--- src/rtl/websocket_frame_deframer_core_assert.svh ---
// assertion macros for the deframer core
`ifndef WEBSOCKET_FRAME_DEFRAMER_CORE_ASSERT_SVH
`define WEBSOCKET_FRAME_DEFRAMER_CORE_ASSERT_SVH

`ifndef ASSERT_OFF
`define WSFD_ASSERT_NOW(lbl, clk, rst, pre, post) \
   lbl: assert property (@(posedge clk) disable iff (rst) (pre) |-> (post)) \
      else $error("deframer assertion failed");
`define WSFD_ASSERT_NEXT(lbl, clk, rst, pre, post) \
   lbl: assert property (@(posedge clk) disable iff (rst) (pre) |=> (post)) \
      else $error("deframer assertion failed");
`else
`define WSFD_ASSERT_NOW(lbl, clk, rst, pre, post)
`define WSFD_ASSERT_NEXT(lbl, clk, rst, pre, post)
`endif

`endif

--- src/rtl/wsfd_pkg.sv ---
package wsfd_pkg;

   localparam int unsigned LEN_W = 63;

   typedef enum logic [1:0] {
      EV_PAYLOAD = 2'd0,
      EV_EMPTY   = 2'd1,
      EV_ERROR   = 2'd2
   } event_type;

   typedef enum logic [2:0] {
      ERR_RSV        = 3'd0,
      ERR_UNMASKED   = 3'd1,
      ERR_OPCODE     = 3'd2,
      ERR_FRAG_CTRL  = 3'd3,
      ERR_CTRL_LONG  = 3'd4,
      ERR_TOO_LARGE  = 3'd5,
      ERR_LEN64_MSB  = 3'd6
   } err_type;

   localparam logic [6:0] LEN7_MAX_SHORT = 7'd125;
   localparam logic [6:0] LEN7_EXT16     = 7'd126;
   localparam logic [3:0] OP_CONT        = 4'h0;
   localparam logic [3:0] OP_BINARY      = 4'h2;
   localparam logic [3:0] OP_CLOSE       = 4'h8;
   localparam logic [3:0] OP_PONG        = 4'hA;

endpackage

--- src/rtl/websocket_frame_deframer_core.sv ---
// WebSocket client-to-server frame deframer.
// Input channel req_*: one stream byte per word, valid/ready handshake.
// Result channel rsp_*: zero or one word per input byte: an unmasked
// payload byte (rsp_frame_last marks the final one), an empty frame end on
// the last masking key byte, or a single protocol error.
// csr_wr_en/csr_wr_data write the payload size limit, zero means no limit;
// write only while the block is idle.
// rsp_valid rises in the cycle after a byte is taken. One byte is accepted
// every cycle unless the result slot stalls: the header parse, the 63-bit
// limit compare and the payload down-counter all sit between the state
// registers and the result register. The result register is a single slot;
// req_ready is high when it is empty or being taken in the same cycle, so a
// stalled receiver backs up the input after one word and nothing is dropped.
// After an error the block keeps accepting bytes but produces nothing until
// reset. Synchronous reset returns to the first header byte, clears the
// limit and empties the result slot.
module websocket_frame_deframer_core
   import wsfd_pkg::*;
(
   input  logic             clock,
   input  logic             reset,
   input  logic             req_valid,
   output logic             req_ready,
   input  logic [7:0]       req_rx_byte,
   output logic             rsp_valid,
   input  logic             rsp_ready,
   output logic [1:0]       rsp_event_res,
   output logic [7:0]       rsp_payload_byte,
   output logic             rsp_frame_last,
   output logic             rsp_frame_fin,
   output logic [3:0]       rsp_frame_opcode,
   output logic [2:0]       rsp_error_code,
   input  logic             csr_wr_en,
   input  logic [LEN_W-1:0] csr_wr_data
);

   typedef enum logic [2:0] {
      PH_HDR0, PH_HDR1, PH_LEN16, PH_LEN64, PH_KEY, PH_PAYLOAD
   } phase_type;

   phase_type        phase_ff, phase_in;
   logic [2:0]       cnt_ff, cnt_in;
   logic             fin_ff, fin_in;
   logic [3:0]       opcode_ff, opcode_in;
   logic             rsv_ff, rsv_in;
   logic [31:0]      key_ff, key_in;
   logic [63:0]      len_ff, len_in;
   logic [LEN_W-1:0] remain_ff, remain_in;
   logic [1:0]       kidx_ff, kidx_in;
   logic             error_ff, error_in;
   logic [LEN_W-1:0] max_ff;

   logic             rsp_valid_ff;
   event_type        rsp_event_ff;
   logic [7:0]       rsp_byte_ff;
   logic             rsp_last_ff, rsp_fin_ff;
   logic [3:0]       rsp_opcode_ff;
   err_type          rsp_code_ff;

   logic             accept, produce;
   event_type        ev;
   logic [7:0]       out_byte;
   logic             out_last;
   err_type          code;

   logic [7:0]       b;
   logic [6:0]       len7;
   logic             ctl, op_ok, limit_on, too7, too_ext;
   logic [63:0]      len_acc;
   logic [31:0]      key_acc;
   logic [7:0]       kb;

   assign accept    = req_valid && req_ready;
   assign req_ready = !rsp_valid_ff || rsp_ready;
   assign b         = req_rx_byte;
   assign len7      = b[6:0];
   assign ctl       = opcode_ff[3];
   assign limit_on  = max_ff != '0;
   assign too7      = limit_on && ({{(LEN_W-7){1'b0}}, len7} > max_ff);
   assign len_acc   = {len_ff[55:0], b};
   assign too_ext   = limit_on && (len_acc[LEN_W-1:0] > max_ff);
   assign key_acc   = {key_ff[23:0], b};

   always_comb begin
      op_ok = opcode_ff inside {[OP_CONT:OP_BINARY], [OP_CLOSE:OP_PONG]};
      case (kidx_ff)
         2'd0:    kb = key_ff[31:24];
         2'd1:    kb = key_ff[23:16];
         2'd2:    kb = key_ff[15:8];
         default: kb = key_ff[7:0];
      endcase
   end

   always_comb begin
      phase_in  = phase_ff;
      cnt_in    = cnt_ff;
      fin_in    = fin_ff;
      opcode_in = opcode_ff;
      rsv_in    = rsv_ff;
      key_in    = key_ff;
      len_in    = len_ff;
      remain_in = remain_ff;
      kidx_in   = kidx_ff;
      error_in  = error_ff;
      produce   = 1'b0;
      ev        = EV_PAYLOAD;
      out_byte  = '0;
      out_last  = 1'b0;
      code      = ERR_RSV;
      if (accept && !error_ff) begin
         case (phase_ff)
            PH_HDR0: begin
               fin_in    = b[7];
               opcode_in = b[3:0];
               rsv_in    = b[6:4] != 3'd0;
               phase_in  = PH_HDR1;
            end
            PH_HDR1: begin
               cnt_in = '0;
               if (rsv_ff) begin
                  produce = 1'b1;
                  code    = ERR_RSV;
               end else if (!b[7]) begin
                  produce = 1'b1;
                  code    = ERR_UNMASKED;
               end else if (!op_ok) begin
                  produce = 1'b1;
                  code    = ERR_OPCODE;
               end else if (ctl && !fin_ff) begin
                  produce = 1'b1;
                  code    = ERR_FRAG_CTRL;
               end else if (ctl && len7 > LEN7_MAX_SHORT) begin
                  produce = 1'b1;
                  code    = ERR_CTRL_LONG;
               end else if (len7 <= LEN7_MAX_SHORT) begin
                  len_in = {57'd0, len7};
                  if (too7) begin
                     produce = 1'b1;
                     code    = ERR_TOO_LARGE;
                  end else begin
                     key_in   = '0;
                     phase_in = PH_KEY;
                  end
               end else begin
                  len_in   = '0;
                  phase_in = (len7 == LEN7_EXT16) ? PH_LEN16 : PH_LEN64;
               end
               if (produce) begin
                  ev       = EV_ERROR;
                  error_in = 1'b1;
               end
            end
            PH_LEN16, PH_LEN64: begin
               len_in = len_acc;
               cnt_in = cnt_ff + 3'd1;
               if ((phase_ff == PH_LEN16 && cnt_ff == 3'd1) ||
                   (phase_ff == PH_LEN64 && cnt_ff == 3'd7)) begin
                  len_in = {1'b0, len_acc[LEN_W-1:0]};
                  if (phase_ff == PH_LEN64 && len_acc[63]) begin
                     produce = 1'b1;
                     code    = ERR_LEN64_MSB;
                  end else if (too_ext) begin
                     produce = 1'b1;
                     code    = ERR_TOO_LARGE;
                  end else begin
                     cnt_in   = '0;
                     key_in   = '0;
                     phase_in = PH_KEY;
                  end
                  if (produce) begin
                     ev       = EV_ERROR;
                     error_in = 1'b1;
                  end
               end
            end
            PH_KEY: begin
               key_in = key_acc;
               cnt_in = cnt_ff + 3'd1;
               if (cnt_ff == 3'd3) begin
                  cnt_in    = '0;
                  kidx_in   = '0;
                  remain_in = len_ff[LEN_W-1:0];
                  if (len_ff == '0) begin
                     phase_in = PH_HDR0;
                     produce  = 1'b1;
                     ev       = EV_EMPTY;
                     out_last = 1'b1;
                  end else begin
                     phase_in = PH_PAYLOAD;
                  end
               end
            end
            PH_PAYLOAD: begin
               produce   = 1'b1;
               ev        = EV_PAYLOAD;
               out_byte  = b ^ kb;
               kidx_in   = kidx_ff + 2'd1;
               remain_in = remain_ff - {{(LEN_W-1){1'b0}}, 1'b1};
               out_last  = remain_ff == {{(LEN_W-1){1'b0}}, 1'b1};
               if (out_last) begin
                  phase_in = PH_HDR0;
               end
            end
            default: begin
               phase_in = PH_HDR0;
            end
         endcase
      end
   end

   always_ff @(posedge clock) begin
      if (reset) begin
         phase_ff     <= PH_HDR0;
         cnt_ff       <= '0;
         fin_ff       <= 1'b0;
         opcode_ff    <= '0;
         rsv_ff       <= 1'b0;
         key_ff       <= '0;
         len_ff       <= '0;
         remain_ff    <= '0;
         kidx_ff      <= '0;
         error_ff     <= 1'b0;
         max_ff       <= '0;
         rsp_valid_ff <= 1'b0;
      end else begin
         phase_ff  <= phase_in;
         cnt_ff    <= cnt_in;
         fin_ff    <= fin_in;
         opcode_ff <= opcode_in;
         rsv_ff    <= rsv_in;
         key_ff    <= key_in;
         len_ff    <= len_in;
         remain_ff <= remain_in;
         kidx_ff   <= kidx_in;
         error_ff  <= error_in;
         if (csr_wr_en) begin
            max_ff <= csr_wr_data;
         end
         // result slot payload, loaded with the fin/opcode of the current frame
         if (produce) begin
            rsp_valid_ff  <= 1'b1;
            rsp_event_ff  <= ev;
            rsp_byte_ff   <= out_byte;
            rsp_last_ff   <= out_last;
            rsp_fin_ff    <= fin_ff;
            rsp_opcode_ff <= opcode_ff;
            rsp_code_ff   <= (ev == EV_ERROR) ? code : ERR_RSV;
         end else if (rsp_ready) begin
            rsp_valid_ff <= 1'b0;
         end
      end
   end

   assign rsp_valid        = rsp_valid_ff;
   assign rsp_event_res    = rsp_event_ff;
   assign rsp_payload_byte = rsp_byte_ff;
   assign rsp_frame_last   = rsp_last_ff;
   assign rsp_frame_fin    = rsp_fin_ff;
   assign rsp_frame_opcode = rsp_opcode_ff;
   assign rsp_error_code   = rsp_code_ff;

`include "websocket_frame_deframer_core_assert.svh"

   // once sticky error is set the slot can only hold the error word
   `WSFD_ASSERT_NOW(a_err_last, clock, reset, error_ff && rsp_valid_ff, rsp_event_ff == EV_ERROR)
   // payload phase always has bytes left to count
   `WSFD_ASSERT_NOW(a_remain, clock, reset, phase_ff == PH_PAYLOAD, remain_ff != '0)
   // key phase never counts past four bytes
   `WSFD_ASSERT_NOW(a_key_cnt, clock, reset, phase_ff == PH_KEY, cnt_ff < 3'd4)
   // an error byte sets the sticky flag and leaves a word waiting
   `WSFD_ASSERT_NEXT(a_err_set, clock, reset, produce && ev == EV_ERROR, error_ff && rsp_valid_ff)

endmodule

--- config.mk ---
export PLATFORM = sky130hd
export DESIGN_NAME = websocket_frame_deframer_core
export DESIGN_NICKNAME = d
export VERILOG_FILES = /design/src/rtl/wsfd_pkg.sv /design/src/rtl/websocket_frame_deframer_core.sv
export VERILOG_INCLUDE_DIRS = /design/src /design/src/rtl
export SDC_FILE = /design/constraint.sdc
export NUM_CORES = 1
export LEC_CHECK = 0
export BUFFER_PORTS_ARGS = -buffer_cell sky130_fd_sc_hd__buf_2
export CAP_MARGIN = 20
export CORE_ASPECT_RATIO = 0.6
export CORE_UTILIZATION = 35
export DETAILED_ROUTE_END_ITERATION = 7
export GPL_TIMING_DRIVEN = 1
export SKIP_LAST_GASP = 1
export SLEW_MARGIN = 10
export SYNTH_ARGS = -nofsm -noshare
export SYNTH_HDL_FRONTEND = slang
export SYNTH_SLANG_ARGS = --single-unit
export TNS_END_PERCENT = 30
--- constraint.sdc ---
create_clock -name clock -period 3.1 [get_ports clock]
set_input_delay 0.31 -clock clock [delete_from_list [all_inputs] [get_ports clock]]
set_output_delay 0.31 -clock clock [all_outputs]
set_load 0.1 [all_outputs]
# Word-level counts from Yosys, hierarchy flattened
# Index checks and enable logic that the tools add are counted.
[totals] regBits=257 input_bits=76 out_inout_bits=21 wordCells=184
[op_classes] n_addsub=3 n_lt_le_gt_ge=8 n_eq_ne=28 mux=88 bitwise_logic=2 n_reduce_logical=37
[ops] op="2-to-1 mux 64 bit" n=6
[ops] op="2-to-1 mux 32 bit" n=10
[ops] op="one-hot mux 64 bit (2 select lines)" n=1
[ops] op="one-hot mux 63 bit (2 select lines)" n=1
[ops] op="one-hot mux 32 bit (3 select lines)" n=1
[ops] op="2-to-1 mux 3 bit" n=27
[ops] op="logical NOT 64 bit" n=1
[ops] op="== test 63 x 1 -> 1 bit (second input constant)" n=1
[ops] op="greater-than comparator 63 bit" n=1
[ops] op="greater-than comparator 7 x 63 -> 1 bit" n=1
[ops] op="2-to-1 mux 63 bit" n=1
[ops] op="nonzero test 63 bit" n=1
[ops] op="subtractor 63 x 1 -> 63 bit (second input constant)" n=1
[ops] op="inequality test 2 bit (second input constant)" n=14
[ops] op="2-to-1 mux 1 bit" n=26
[ops] op="one-hot mux 8 bit (3 select lines)" n=1
[ops] op="AND reduction 12 bit" n=2
[ops] op="one-hot mux 3 bit (5 select lines)" n=1
[ops] op="logical AND 1 bit" n=11
[ops] op="2-to-1 mux 2 bit" n=5
[ops] op="AND reduction 2 bit" n=5
[ops] op="== test 3 x 2 -> 1 bit (second input constant)" n=3
[ops] op="== test 3 bit (second input constant)" n=3
[ops] op="one-hot mux 3 bit (3 select lines)" n=1
[ops] op="other kinds (31)" n=41

# Longest topological paths before layout
[depth] ltp_word=16 mapped_depth=11 mapped_depth_nobuf=10

# Least setup slack after synthesis
# OpenSTA, ideal clock, no wires.
[synth_timing] path_kind="flip-flop to flip-flop" startpoint="reg rsp_valid_ff (netlist: rsp_valid)" endpoint="reg rsp_code_ff[0] (netlist: rsp_error_code[0]), enable pin" setup_ns=0.395 arrival_ns=2.962 required_ns=2.705 setup_slack_ns=-0.257 path_stages_with_launch=6 path_buffers=0 synth_period_minus_slack_ns=3.357 cell_sequence="dfxtp_1 > nand2b_1 > and3_1 > nand2_1 > a21o_1 > nor2_1"
[synth_via] elab_chain_len=6
[synth_lines] item="from (decl)" line_no="websocket_frame_deframer_core.sv:53" source="logic rsp_valid_ff;"
[synth_lines] item="from (signal assigned)" line_no="websocket_frame_deframer_core.sv:224" source="rsp_valid_ff <= 1'b0;"
[synth_lines] item="from (signal assigned)" line_no="websocket_frame_deframer_core.sv:241" source="rsp_valid_ff <= 1'b1;"
[synth_lines] item="from (signal assigned)" line_no="websocket_frame_deframer_core.sv:249" source="rsp_valid_ff <= 1'b0;"
[synth_lines] item="logical NOT 1 bit" line_no="websocket_frame_deframer_core.sv:74" source="assign req_ready = !rsp_valid_ff || rsp_ready;"
[synth_lines] item="logical OR 1 bit" line_no="websocket_frame_deframer_core.sv:74"
[synth_lines] item="net req_ready" line_no="websocket_frame_deframer_core.sv:23" source="output logic req_ready,"
[synth_lines] item="logical AND 1 bit" line_no="websocket_frame_deframer_core.sv:73" source="assign accept = req_valid && req_ready;"
[synth_lines] item="logical AND 1 bit" line_no="websocket_frame_deframer_core.sv:110" source="if (accept && !error_ff) begin"
[synth_lines] item="2-to-1 mux 1 bit" line_no="websocket_frame_deframer_core.sv:110"
[synth_lines] item="AND reduction 2 bit (no source line)"
[synth_lines] item="to (signal assigned)" line_no="websocket_frame_deframer_core.sv:247" source="rsp_code_ff <= (ev == EV_ERROR) ? code : ERR_RSV;"
[synth_lines] item="to (decl)" line_no="websocket_frame_deframer_core.sv:58" source="err_type rsp_code_ff;"
# The timed path passes the listed nets, and every way through them passes these cells.
# A chain may end at the register's enable or synchronous reset.

# Final worst setup path
[layout_timing] startpoint="reg remain_ff[7]" endpoint="reg remain_ff[47]"
[layout_via] elab_chain_len=2
[layout_lines] item="from (decl)" line_no="websocket_frame_deframer_core.sv:48" source="logic [LEN_W-1:0] remain_ff, remain_in;"
[layout_lines] item="from (signal assigned)" line_no="websocket_frame_deframer_core.sv:233" source="remain_ff <= remain_in;"
[layout_lines] item="subtractor 63 x 1 -> 63 bit" line_no="websocket_frame_deframer_core.sv:198" source="remain_in = remain_ff - {{(LEN_W-1){1'b0}}, 1'b1};"
[layout_lines] item="one-hot mux 63 bit (2 select lines)" line_no="websocket_frame_deframer_core.sv:111" source="case (phase_ff)"
# Every way passes these cells.

==> impl_metrics.tcl <==
set metrics [dict create \
    die_w_microns 256 \
    leakage_nw 6.92 \
    final_util 0.451 \
    ir_worst_vdd_mv 0.491 \
    gr-usage-met1 0.332 \
    outcome "complete, but fails checks" \
    required_ns 3.52 \
    diodes 0 \
    cts_num_sinks 257 \
    maxCapViolCount 0 \
    grt.busiest_layer "met1" \
    area_delta_synth_final_pct 26.4 \
    hpwlAfterDp_mm 30.7 \
    start_util 0.357 \
    grt_usage 0.214 \
    drive_gt1_frac 0.187 \
    yosys.area_share.simple 0.232 \
    synth_top_family_by_area "simple AND/OR/NAND/NOR gates" \
    ys_seq_area_frac 0.394 \
    worstPathArrival_ns 3.53 \
    syn_area_sq_mm 0.0135 \
    setup_tns_ns -0.0159 \
    overflow 0 \
    hold_violations 0 \
    hold_class "input port to register" \
    dr.pass1.iters 5 \
    dieArea_sq_mm 0.0395 \
    syn_area_per_cell_sq_um 8.04 \
    end_kind "register" \
    finalCritPeriodShare 1.01 \
    pin_count 97 \
    yosysMostFrequentCell "nand2_1" \
    antenna_found_initial 0 \
    routed_wl_mm 43.8 \
    fin_nets 2063 \
    critical_path_class "register to register" \
    cts.path.max_buffers 3 \
    syn_nets 1835 \
    max_stage_delay_ns 0.56 \
    grt_pass1_vias 12400 \
    drv_slew 0 \
    synth_xor_area_frac 0.00517 \
    ys_warn_count 0 \
    insertion_delay_ns 0.57 \
    fp-row-count 55 \
    worstPathCellList "or4_4, or4_4, or4_4, or4b_4, nor4b_4, o21ai_1, a22oi_1, nor2_1" \
    clkTransAtPathRegs_ns 0.06 \
    synth_area_leaders "dfxtp_1 35%, mux2i_1 7.5%, ha_1 6.8%" \
    async_flop_share 0 \
    fin_crit_ns 3.12 \
    fin_ws_ns -0.0159 \
    antenna_left 0 \
    yosys.area_share.adder 0.0683 \
    violations "negative setup slack" \
    synth_top_area_frac 0.352 \
    yosys_most_used_dff "dfxtp_1" \
    cts-root-buf "clkbuf_16" \
    startpoint "remain_ff[7]$_SDFFE_PP0P_" \
    cts_buffers 28 \
    synthTopCellsByCount "242 x nand2_1, 238 x dfxtp_1, 178 x nor2_1" \
    coreArea_sq_mm 0.0379 \
    drc 0 \
    r2r_start "remain_ff[7]$_SDFFE_PP0P_" \
    cts_tree "done" \
    start_kind "register" \
    synth_seq_cells 257 \
    holdWs_ns 0.00889 \
    vias_per_cell 5.45 \
    gr-usage-met3 0.0410 \
    wl_per_cell_microns 17.9 \
    synth_cell_types 66 \
    dpl_cell_area_sq_mm 0.0156 \
    muxShareOfSynthArea 0.0746 \
    synth_compound_area_frac 0.168 \
    holdCritStartpoint "csr_wr_data[3]" \
    grt_pass1_wl_mm 68.7 \
    totalPowerFinal_mw 9.01 \
    cp_common_cell "or4_4" \
    cp_slowest_cell "or4b_4" \
    power.density_mw_per_mm2 526 \
    drtIter0Drc 1318 \
    ctsHtreeMaxLevel 1 \
    final_cell_area_sq_mm 0.0171 \
    setup_viol 2 \
    netlist_instances 1685 \
    rsz0062_at_grt "yes" \
    place.gp.congestion 0.846 \
    max_slew.worst_pin.slew_ns 1.11 \
    vias 13300 \
    met2_usage 0.298 \
    yosysTopAreaCell "dfxtp_1" \
    grt_max_degree 102 \
    synth_edf_count 19 \
    relSlewSlack 0.262 \
    fmax_mhz 321 \
    clock_skew_ns 0.0275 \
    cp_max_fo 6 \
    die_y_microns 154 \
    io_buffer_count 96 \
]
==> power by group <==
| group | internal [mW] | total (mW) | switching, mW |
|---|---|---|---|
| Combinational | 0.826 | 1.98 | 1.16 |
| Sequential | 3.44 | 3.53 | 0.0919 |
| Clock | 2.02 | 3.49 | 1.47 |
| Total | 6.29 | 9.01 | 2.72 |
==> per-layer routing <==
layer	share of wire	up-vias
li1	-	6471
met1	0.50	6333
met2	0.40	487
met3	0.079	52
met4	0.017	0
met5	0	-
==> per-stage QoR <==
| stage | cells | worst slack (ns) |
|---|---|---|
| after floorplan | 1685 | -0.0363 |
| final | 2448 | -0.0159 |
| after CTS | 2443 | -0.0371 |
| after global placement | 2350 | -0.205 |
| after detailed placement | 2350 | -0.270 |
| after global routing | 2448 | -0.168 |
==> repair_timing <==
item                       in CTS  in global routing
gates cloned                    0                  1
setup endpoints to repair      57                 81
pin swaps                       1                  6
setup buffers                   1                  3
gates resized for setup         7                 22
hold buffers                   40                  1
hold endpoints to repair       40                  1
==> critical path: cells and delay by family, from the launching register on <==
family / cells / cell delay [ns]
simple gates: 6 / 2.39
flops: 1 / 0.32
compound gates: 2 / 0.25
==> path summary, 6_finish.rpt <==
kind | slack, ns | depth (start not counted) | endpoint
hold reg to reg | 0.46 | 2 | key_ff[24]$_SDFFE_PP0P_
hold / removal | 0.009 | 3 | max_ff[3]$_SDFFE_PP0P_
setup / recovery | -0.02 | 8 | remain_ff[47]$_SDFFE_PP0P_
setup reg to reg | -0.02 | 8 | remain_ff[47]$_SDFFE_PP0P_
==> layout by cell type (no fill, tap or decap), drive strengths merged, types with 13 or more instances in the layout <==
cell / instances
dfxtp: 238
a21o: 14
or3: 15
nor4: 52
buf: 265
nor2: 178
o21ai: 86
a211oi: 26
edfxtp: 19
nor3: 38
o22ai: 13
a22oi: 23
ha: 74
nand2: 242
mux2i: 101
nand4: 28
clkbuf: 43
nand3: 81
dlygate4sd3: 41
a21oi: 148
inv: 78
==> flip-flops by register name, indices dropped and copies added (netlist names) <==
register	cells
cnt_ff	3
error_ff	1
fin_ff	1
key_ff	32
kidx_ff	2
len_ff	64
max_ff	63
opcode_ff	4
phase_ff	3
remain_ff	63
rsp_error_code	3
rsp_event_res	2
rsp_frame_fin	1
rsp_frame_last	1
rsp_frame_opcode	4
rsp_payload_byte	8
rsp_valid	1
rsv_ff	1
==> logic make-up (layout without fill, tap and decap cells) <==
kind of cell | after synthesis | after routing
AND/OR/NAND/NOR | 684 | 684
buffers and inverters | 187 | 437
AO/OA/AOI/OAI | 374 | 374
flip-flops | 257 | 257
XOR/XNOR | 8 | 8
adder cells (fa/ha/maj) | 74 | 74
multiplexers | 101 | 101
==> cell type report <==
class | instances | area, sq um
Clock buffer | 42 | 835
Multi-Input combinational cell | 1241 | 7600
Timing Repair Buffer | 307 | 2310
Inverter | 78 | 293
Sequential cell | 257 | 5340
Tap cell | 513 | 642
Fill cell | 3734 | 20800
Clock inverter | 10 | 106
Note: power is estimated with default switching activity, not from simulation.
